--- src/mexp_pkg.sv ---
`timescale 1ns / 1ps
// Shared types and constants for the modular exponentiation unit.
// No dependencies; every other file refers to this package by scoped names.
package mexp_pkg;

    // Field widths
    localparam int DATA_WIDTH = 32;
    localparam int MOD_WIDTH  = 32;
    localparam int EXP_WIDTH  = 32;
    localparam int CNT_WIDTH  = $clog2(DATA_WIDTH);

    typedef logic [DATA_WIDTH-1:0] data_t;
    typedef logic [MOD_WIDTH-1:0]  mod_t;
    typedef logic [MOD_WIDTH+1:0]  sum_t;
    typedef logic [EXP_WIDTH-1:0]  exp_t;
    typedef logic [CNT_WIDTH-1:0]  cnt_t;

    // Which product the shared multiplier forms
    typedef enum logic [1:0] {
        MUL_REDUCE,
        MUL_ACC,
        MUL_SQUARE
    } mul_sel_t;

    // Source of the result word
    typedef enum logic [1:0] {
        RES_ZERO,
        RES_ONE,
        RES_ACC
    } res_sel_t;

    // Controller states
    typedef enum logic [2:0] {
        ST_IDLE,
        ST_CHECK,
        ST_MUL,
        ST_BIT,
        ST_FINISH
    } state_t;

    // Controller to datapath commands
    typedef struct packed {
        logic     load;
        logic     start;
        logic     step;
        mul_sel_t sel;
        mul_sel_t start_sel;
        logic     out_load;
        res_sel_t res;
    } mexp_cmd_t;

    // Datapath to controller status
    typedef struct packed {
        logic mod_small;
        logic exp_zero;
        logic exp_bit;
        logic mul_last;
    } mexp_stat_t;

endpackage

--- src/mexp_if.sv ---
`timescale 1ns / 1ps
// Valid/ready channel interfaces for operand and result words.
// Depends on mexp_pkg for the field widths.
interface mexp_in_if;
    logic                  valid;
    logic                  ready;
    mexp_pkg::data_t       base;
    mexp_pkg::data_t       exponent;
    mexp_pkg::data_t       modulus;

    modport source (output valid, output base, output exponent, output modulus, input ready);
    modport sink   (input valid, input base, input exponent, input modulus, output ready);
endinterface

interface mexp_out_if;
    logic                  valid;
    logic                  ready;
    mexp_pkg::data_t       power;

    modport source (output valid, output power, input ready);
    modport sink   (input valid, input power, output ready);
endinterface

--- src/mexp_dp.sv ---
`timescale 1ns / 1ps
// Datapath: operand registers, bit-serial modular multiplier and result register.
// Depends on mexp_pkg; driven by commands from mexp_ctrl.
module mexp_dp (
    input  logic                  clk,
    input  mexp_pkg::data_t       base,
    input  mexp_pkg::data_t       exponent,
    input  mexp_pkg::data_t       modulus,
    input  mexp_pkg::mexp_cmd_t   cmd,
    output mexp_pkg::mexp_stat_t  stat,
    output mexp_pkg::data_t       power
);

    mexp_pkg::data_t base_reg;
    mexp_pkg::exp_t  exp_reg;
    mexp_pkg::mod_t  mod_reg;
    mexp_pkg::mod_t  acc_reg;
    mexp_pkg::mod_t  pw_reg;
    mexp_pkg::data_t x_reg;
    mexp_pkg::mod_t  y_reg;
    mexp_pkg::mod_t  r_reg;
    mexp_pkg::cnt_t  cnt_reg;
    mexp_pkg::data_t power_reg;

    mexp_pkg::sum_t  t_sum;
    mexp_pkg::sum_t  m_one;
    mexp_pkg::sum_t  m_two;
    mexp_pkg::sum_t  t_red;
    mexp_pkg::mod_t  r_next;
    mexp_pkg::data_t x_start;
    mexp_pkg::mod_t  y_start;

    // One multiplier step: r = (2r + xbit*y) mod m, with r, y below m
    always_comb
    begin
        m_one = mexp_pkg::sum_t'(mod_reg);
        m_two = m_one << 1;
        t_sum = (mexp_pkg::sum_t'(r_reg) << 1)
              + (x_reg[mexp_pkg::DATA_WIDTH-1] ? mexp_pkg::sum_t'(y_reg) : '0);
        if (t_sum >= m_two)
        begin
            t_red = t_sum - m_two;
        end
        else if (t_sum >= m_one)
        begin
            t_red = t_sum - m_one;
        end
        else
        begin
            t_red = t_sum;
        end
        r_next = mexp_pkg::mod_t'(t_red);
    end

    // Pick multiplier operands for the next product
    always_comb
    begin
        case (cmd.start_sel)
            mexp_pkg::MUL_REDUCE:
            begin
                x_start = base_reg;
                y_start = mexp_pkg::mod_t'(1);
            end
            mexp_pkg::MUL_ACC:
            begin
                x_start = mexp_pkg::data_t'(acc_reg);
                y_start = pw_reg;
            end
            mexp_pkg::MUL_SQUARE:
            begin
                x_start = mexp_pkg::data_t'(pw_reg);
                y_start = pw_reg;
            end
            default:
            begin
                x_start = '0;
                y_start = '0;
            end
        endcase
    end

    // Capture operands, run the multiplier and write back products
    always_ff @(posedge clk)
    begin
        if (cmd.load)
        begin
            base_reg <= base;
            exp_reg  <= mexp_pkg::exp_t'(exponent);
            mod_reg  <= mexp_pkg::mod_t'(modulus);
            acc_reg  <= mexp_pkg::mod_t'(1);
        end

        if (cmd.step && stat.mul_last)
        begin
            case (cmd.sel)
                mexp_pkg::MUL_REDUCE: pw_reg <= r_next;
                mexp_pkg::MUL_ACC:    acc_reg <= r_next;
                mexp_pkg::MUL_SQUARE:
                begin
                    pw_reg  <= r_next;
                    exp_reg <= exp_reg >> 1;
                end
                default: ;
            endcase
        end

        if (cmd.start)
        begin
            x_reg   <= x_start;
            y_reg   <= y_start;
            r_reg   <= '0;
            cnt_reg <= '0;
        end
        else if (cmd.step)
        begin
            x_reg   <= x_reg << 1;
            r_reg   <= r_next;
            cnt_reg <= cnt_reg + mexp_pkg::cnt_t'(1);
        end

        // Hold the finished word for the output channel
        if (cmd.out_load)
        begin
            case (cmd.res)
                mexp_pkg::RES_ZERO: power_reg <= '0;
                mexp_pkg::RES_ONE:  power_reg <= mexp_pkg::data_t'(1);
                mexp_pkg::RES_ACC:  power_reg <= mexp_pkg::data_t'(acc_reg);
                default:            power_reg <= '0;
            endcase
        end
    end

    assign stat.mod_small = (mod_reg < mexp_pkg::mod_t'(2));
    assign stat.exp_zero  = (exp_reg == '0);
    assign stat.exp_bit   = exp_reg[0];
    assign stat.mul_last  = (cnt_reg == mexp_pkg::cnt_t'(mexp_pkg::DATA_WIDTH - 1));
    assign power          = power_reg;

endmodule

--- src/mexp_ctrl.sv ---
`timescale 1ns / 1ps
// Controller: sequences reduction and square-and-multiply over the exponent bits.
// Depends on mexp_pkg; commands mexp_dp and owns the channel handshakes.
module mexp_ctrl (
    input  logic                  clk,
    input  logic                  rst_n,
    input  logic                  in_valid,
    output logic                  in_ready,
    output logic                  out_valid,
    input  logic                  out_ready,
    input  mexp_pkg::mexp_stat_t  stat,
    output mexp_pkg::mexp_cmd_t   cmd
);

    mexp_pkg::state_t   state_reg;
    mexp_pkg::state_t   state_next;
    mexp_pkg::mul_sel_t sel_reg;
    mexp_pkg::mul_sel_t sel_next;
    mexp_pkg::res_sel_t res_reg;
    mexp_pkg::res_sel_t res_next;
    logic               out_valid_reg;
    logic               out_valid_next;

    // State register
    always_ff @(posedge clk or negedge rst_n)
    begin
        if (!rst_n)
        begin
            state_reg     <= mexp_pkg::ST_IDLE;
            sel_reg       <= mexp_pkg::MUL_REDUCE;
            res_reg       <= mexp_pkg::RES_ZERO;
            out_valid_reg <= 1'b0;
        end
        else
        begin
            state_reg     <= state_next;
            sel_reg       <= sel_next;
            res_reg       <= res_next;
            out_valid_reg <= out_valid_next;
        end
    end

    // Next state and commands
    always_comb
    begin
        state_next    = state_reg;
        sel_next      = sel_reg;
        res_next      = res_reg;
        in_ready      = 1'b0;
        cmd.load      = 1'b0;
        cmd.start     = 1'b0;
        cmd.step      = 1'b0;
        cmd.sel       = sel_reg;
        cmd.start_sel = sel_reg;
        cmd.out_load  = 1'b0;
        cmd.res       = res_reg;

        case (state_reg)
            mexp_pkg::ST_IDLE:
            begin
                in_ready = 1'b1;
                if (in_valid)
                begin
                    cmd.load   = 1'b1;
                    state_next = mexp_pkg::ST_CHECK;
                end
            end
            mexp_pkg::ST_CHECK:
            begin
                if (stat.mod_small)
                begin
                    res_next   = mexp_pkg::RES_ZERO;
                    state_next = mexp_pkg::ST_FINISH;
                end
                else if (stat.exp_zero)
                begin
                    res_next   = mexp_pkg::RES_ONE;
                    state_next = mexp_pkg::ST_FINISH;
                end
                else
                begin
                    cmd.start     = 1'b1;
                    cmd.start_sel = mexp_pkg::MUL_REDUCE;
                    sel_next      = mexp_pkg::MUL_REDUCE;
                    state_next    = mexp_pkg::ST_MUL;
                end
            end
            mexp_pkg::ST_MUL:
            begin
                cmd.step = 1'b1;
                if (stat.mul_last)
                begin
                    // chain the square after a multiply into the accumulator
                    if (sel_reg == mexp_pkg::MUL_ACC)
                    begin
                        cmd.start     = 1'b1;
                        cmd.start_sel = mexp_pkg::MUL_SQUARE;
                        sel_next      = mexp_pkg::MUL_SQUARE;
                    end
                    else
                    begin
                        state_next = mexp_pkg::ST_BIT;
                    end
                end
            end
            mexp_pkg::ST_BIT:
            begin
                if (stat.exp_zero)
                begin
                    res_next   = mexp_pkg::RES_ACC;
                    state_next = mexp_pkg::ST_FINISH;
                end
                else
                begin
                    cmd.start     = 1'b1;
                    cmd.start_sel = stat.exp_bit ? mexp_pkg::MUL_ACC : mexp_pkg::MUL_SQUARE;
                    sel_next      = cmd.start_sel;
                    state_next    = mexp_pkg::ST_MUL;
                end
            end
            mexp_pkg::ST_FINISH:
            begin
                // wait for the output register to free up
                if (!out_valid_reg || out_ready)
                begin
                    cmd.out_load = 1'b1;
                    state_next   = mexp_pkg::ST_IDLE;
                end
            end
            default:
            begin
                state_next = mexp_pkg::ST_IDLE;
            end
        endcase

        out_valid_next = cmd.out_load | (out_valid_reg & ~out_ready);
    end

    assign out_valid = out_valid_reg;

endmodule

--- src/modular_exponentiation_unit.sv ---
`timescale 1ns / 1ps
// Modular exponentiation unit: power = base ** exponent mod modulus.
// Usage:
//   operands channel (sink): one word carries base, exponent and modulus; it is
//   taken when valid and ready are both high. ready is high while the unit is
//   free, including while a finished result still waits on the result channel.
//   result channel (source): one word per operand word, field power.
//   A modulus of 0 or 1 gives 0; an exponent of 0 gives 1 otherwise.
// Timing:
//   The base is first reduced by the shared bit-serial multiplier, then each
//   exponent bit costs a decision state, a square and, for a set bit, a
//   multiply, so the time to a result grows with the bit length of the exponent
//   and its count of set bits. Special cases skip the multiplier.
//   One item is worked on at a time; the multiplier sets the rate.
// Reset:
//   rst_n is asynchronous and active low; it empties the unit and drops valid.
// Stalls:
//   The result word holds until taken; a second result waits in the unit
//   until the result register frees up.
// Depends on mexp_pkg, mexp_if, mexp_ctrl and mexp_dp.
module modular_exponentiation_unit (
    input  logic       clk,
    input  logic       rst_n,
    mexp_in_if.sink    operands,
    mexp_out_if.source result
);

    mexp_pkg::mexp_cmd_t  cmd;
    mexp_pkg::mexp_stat_t stat;

    mexp_ctrl u_ctrl (
        .clk       (clk),
        .rst_n     (rst_n),
        .in_valid  (operands.valid),
        .in_ready  (operands.ready),
        .out_valid (result.valid),
        .out_ready (result.ready),
        .stat      (stat),
        .cmd       (cmd)
    );

    mexp_dp u_dp (
        .clk      (clk),
        .base     (operands.base),
        .exponent (operands.exponent),
        .modulus  (operands.modulus),
        .cmd      (cmd),
        .stat     (stat),
        .power    (result.power)
    );

endmodule

--- src/flat_wrapper.sv ---
// flat-port wrapper written by rule: the top's interface ports become plain ports
module modular_exponentiation_unit_flat 
  (clk, rst_n, operands_valid, operands_base, operands_exponent, operands_modulus, operands_ready, result_valid, result_power, result_ready);
  mexp_in_if operands_i ();
  mexp_out_if result_i ();
  input  logic clk;
  input  logic rst_n;
  input wire logic [$bits(operands_i.valid)-1:0] operands_valid;
  input wire logic [$bits(operands_i.base)-1:0] operands_base;
  input wire logic [$bits(operands_i.exponent)-1:0] operands_exponent;
  input wire logic [$bits(operands_i.modulus)-1:0] operands_modulus;
  output wire logic [$bits(operands_i.ready)-1:0] operands_ready;
  output wire logic [$bits(result_i.valid)-1:0] result_valid;
  output wire logic [$bits(result_i.power)-1:0] result_power;
  input wire logic [$bits(result_i.ready)-1:0] result_ready;
  assign operands_i.valid = operands_valid;
  assign operands_i.base = operands_base;
  assign operands_i.exponent = operands_exponent;
  assign operands_i.modulus = operands_modulus;
  assign operands_ready = operands_i.ready;
  assign result_valid = result_i.valid;
  assign result_power = result_i.power;
  assign result_i.ready = result_ready;
  modular_exponentiation_unit u_core (.clk(clk), .rst_n(rst_n), .operands(operands_i), .result(result_i));
endmodule
--- config.mk ---
export PLATFORM = sky130hd
export DESIGN_NAME = modular_exponentiation_unit_flat
export DESIGN_NICKNAME = d
export VERILOG_FILES = /design/src/mexp_pkg.sv /design/src/mexp_if.sv /design/src/mexp_dp.sv /design/src/mexp_ctrl.sv /design/src/modular_exponentiation_unit.sv /design/src/flat_wrapper.sv
export SDC_FILE = /design/constraint.sdc
export NUM_CORES = 1
export LEC_CHECK = 0
export BUFFER_PORTS_ARGS = -buffer_cell sky130_fd_sc_hd__buf_4
export CAP_MARGIN = 15
export CORE_MARGIN = 8
export CORE_UTILIZATION = 66
export DETAILED_ROUTE_END_ITERATION = 7
export GPL_ROUTABILITY_DRIVEN = 0
export PLACE_DENSITY = 0.87
export SETUP_SLACK_MARGIN = 0.5
export SLEW_MARGIN = 20
export SYNTH_ARGS = -nofsm -noshare
export SYNTH_HDL_FRONTEND = slang
export SYNTH_SLANG_ARGS = --single-unit
--- constraint.sdc ---
create_clock -name clk -period 9.23 [get_ports clk]
set_input_delay 0.923 -clock clk [delete_from_list [all_inputs] [get_ports clk]]
set_output_delay 0.923 -clock clk [all_outputs]
set_load 0.05 [all_outputs]
==> flow_summary.yaml <==
route:
  totalWireLength_mm: 49.4
  dr.first_iter.drc_count: 1829
  routed_via_density: 6.70
  wl_per_cell_um: 22.3
  route.detailed.drc: 18
  postRouteAntennaNets: 0
  drtPass1Iterations: 8
  vias: 14834
die:
  io_pins: 134
  num_rows: 59
  core_mm2: 0.0260
  die_area_mm2: 0.0319
  initial_utilization_pct: 67.1
  die_w_um: 179
  die_h_um: 179
placed_design:
  hpwlAfterDp_mm: 34.7
  io_buffers: 133
  place_area_mm2: 0.0186
grt:
  grt_pass1_vias: 14763
  track_usage_pct: 30.2
  grt_start_max_net_pins: 68
  overflow: 0
  antenna_found_initial: 0
  grt_pass1_wl_mm: 76.9
critical_path:
  path_buf_inv: 1
  critPathKind: "reg2reg"
  r2r_slack_ps: 2510
  crit_cells: 22
  cp.required_ps: 9500
  crit_top_cell: "a21oi_1"
  cp-end-kind: "flop"
  crit_chain: "and2_1 > ha_1 > inv_1 > fa_1 > nand2b_1 > a21oi_1 > o21ai_1 > a21bo_2 > o21bai_1 > o31ai_1 > xnor2_1 > ha_1 > and3_1 > and4_1 > a41o_1 > a21oi_1 > o21ai_0 > a311oi_1 > and2_2 > nor2_1 > a21oi_1 > o311ai_0"
  rr_endpoint: "u_core.u_dp.pw_reg[31]"
  crit_fanout: 32
  crit_start: "u_core.u_dp.x_reg[31]"
  cp_slowest_cell: "edfxtp_1"
  slowest_delay_ps: 1000
  cp_top_family: "compound AO/OA/AOI/OAI gates"
  worstSetupStartpointType: "flop"
  worst-r2r-cell-count: 22
  cp-endpoint: "u_core.u_dp.pw_reg[31]"
  cp.arrival_ps: 6990
  timing.rr.start: "u_core.u_dp.x_reg[31]"
timing:
  maxSlewHeadroom_pct: 31.2
  fmax_mhz: 149
  tightest_slew_ps: 1030
  clock_skew_ps: 17.3
  setup_violations: 0
  hold_viol: 0
  slew_viol_final: 0
  min_period_over_period_pct: 72.8
  rsz0062_at_grt: "no"
  fin_tns_setup_ps: 0
  post-route-min-period_ps: 6720
final_layout:
  mostFrequentLayoutCell: "edfxtp_1"
  most-common-layout-cells: "192 x edfxtp_1, 182 x nand2_1, 145 x buf_4"
  synthToLayoutAreaGrowth_pct: 12.7
  design_area_mm2: 0.0197
  fin_nets: 2060
  drive_above_1_share_pct: 13.6
  antenna_cells: 0
synth:
  syn-num-nets: 1971
  synth_edf_count: 192
  synth_area_mm2: 0.0174
  ys_warn_count: 0
  avgSynthCellArea_um2: 9.88
  synth_top_area_share_pct: 33.1
  ys_seq_area_share_pct: 45.8
  ys.flop_type: "edfxtp_1"
  syn-instance-count: 1765
  ys_ff_latch: 301
  synth-async-reset-ratio_pct: 2.66
  yosysTopAreaCell: "edfxtp_1"
  synth_area_leaders: "edfxtp_1 33%, dfxtp_1 12%, ha_1 7.4%, nand2_1 3.9%, and2_1 3.6%"
  ys_types: 90
run:
  maxCapViolCount: 0
clock_tree:
  cts_tree: "built"
  cts_buffers: 30
  clk_pin_slew_ps: 70
  clk_latency_ps: 570
  post-cts-setup-buffers: 0
  root_buffer: "clkbuf_16"
  cts.htree.levels: 1
  ctsHoldBuffers: 0
  clockBufferDepth: 3
  clock-sinks: 301
  cts_resized: 0
status:
  status: "complete, but fails checks"
  violations: "design-rule violations"
hold_path:
  hp-class: "in2async"
-- through the flow --
stage,std cells,utilization (%),setup WS (ps),hold WS (ps)
2_1_floorplan,1765,-,4220,432
3_3_place_gp,2156,71.5,2590,442
3_5_place_dp,2156,71.5,2310,450
4_1_cts,2212,75.5,2270,167
5_1_grt,2213,75.6,2030,174
6_report,2213,75.6,2510,177
-- layer usage --
| layer | GRT usage (%) | vias up | share of wire (%) |
|---|---|---|---|
| met1 | 36.0 | 7030 | 37 |
| met2 | 50.7 | 866 | 48 |
| li1 | - | 6705 | - |
| met4 | 20.0 | 0 | 7.2 |
| met5 | 0 | - | 0 |
| met3 | 4.06 | 233 | 7.7 |
-- worst register-to-register path: cells and delay by family, from the launching register on --
kind                       cells  cell delay, ps
AOI/OAI and AO/OA             11            2330
xor gates and xnor gates       1             330
adders and majority gates      3             990
buffers and inverters          1              80
DFF                            1            1000
and+or+nand+nor                6            1700
-- layout make-up --
| class | count | area, um2 |
|---|---|---|
| multi-input cells | 1271 | 8700 |
| flip-flops and latches | 301 | 7990 |
| fillers | 1719 | 6330 |
| repair buffers | 146 | 1120 |
| clock buffers | 36 | 805 |
| well taps | 335 | 419 |
| inverters | 104 | 393 |
| clock inverters | 20 | 233 |
-- logic make-up (layout without fill, tap and decap cells) --
logic type	after synthesis	in the layout	synth area share, %
AOI/OAI and AO/OA	509	509	20.5
DFF	301	301	45.8
and+or+nand+nor	550	550	15.4
buffers and inverters	193	306	4.56
adders and majority gates	106	106	7.73
muxes	34	34	2.42
xor gates and xnor gates	72	72	3.62
-- synth_stat cells (all sizes together), types with 10 or more instances --
library cell  count
nand3            48
o21a             20
o211ai           14
clkbuf           68
nor2            100
a222oi           32
xor2             19
ha              103
a21oi           107
a211oi           16
mux2i            20
and2            101
a22o             10
o21ai            94
buf              21
a31oi            45
o21bai           13
nor4             18
mux2             14
a211o            11
edfxtp          192
nand2           183
dfxtp           101
xnor2            53
inv             103
o31ai            41
a21o             47
and3             27
nor3             22
nand4            13
-- how the worst min path moves through the flow --
stage / slack [ps] / start / depth (start not counted) / endpoint
after floorplan: 430 / u_core.u_dp.r_reg[27] / 2 / u_core.u_dp.r_reg[27]
after detailed placement: 450 / u_core.u_dp.r_reg[10] / 2 / u_core.u_dp.r_reg[10]
after global routing: 170 / rst_n / 1 / u_core.u_ctrl.sel_reg[1]
after global placement: 440 / u_core.u_dp.r_reg[10] / 2 / u_core.u_dp.r_reg[10]
final: 180 / rst_n / 1 / u_core.u_ctrl.sel_reg[1]
after CTS: 170 / rst_n / 1 / u_core.u_ctrl.sel_reg[1]
Power is not shown: default switching activity piles up to over one toggle a cycle in this logic, so the estimate is an artifact.
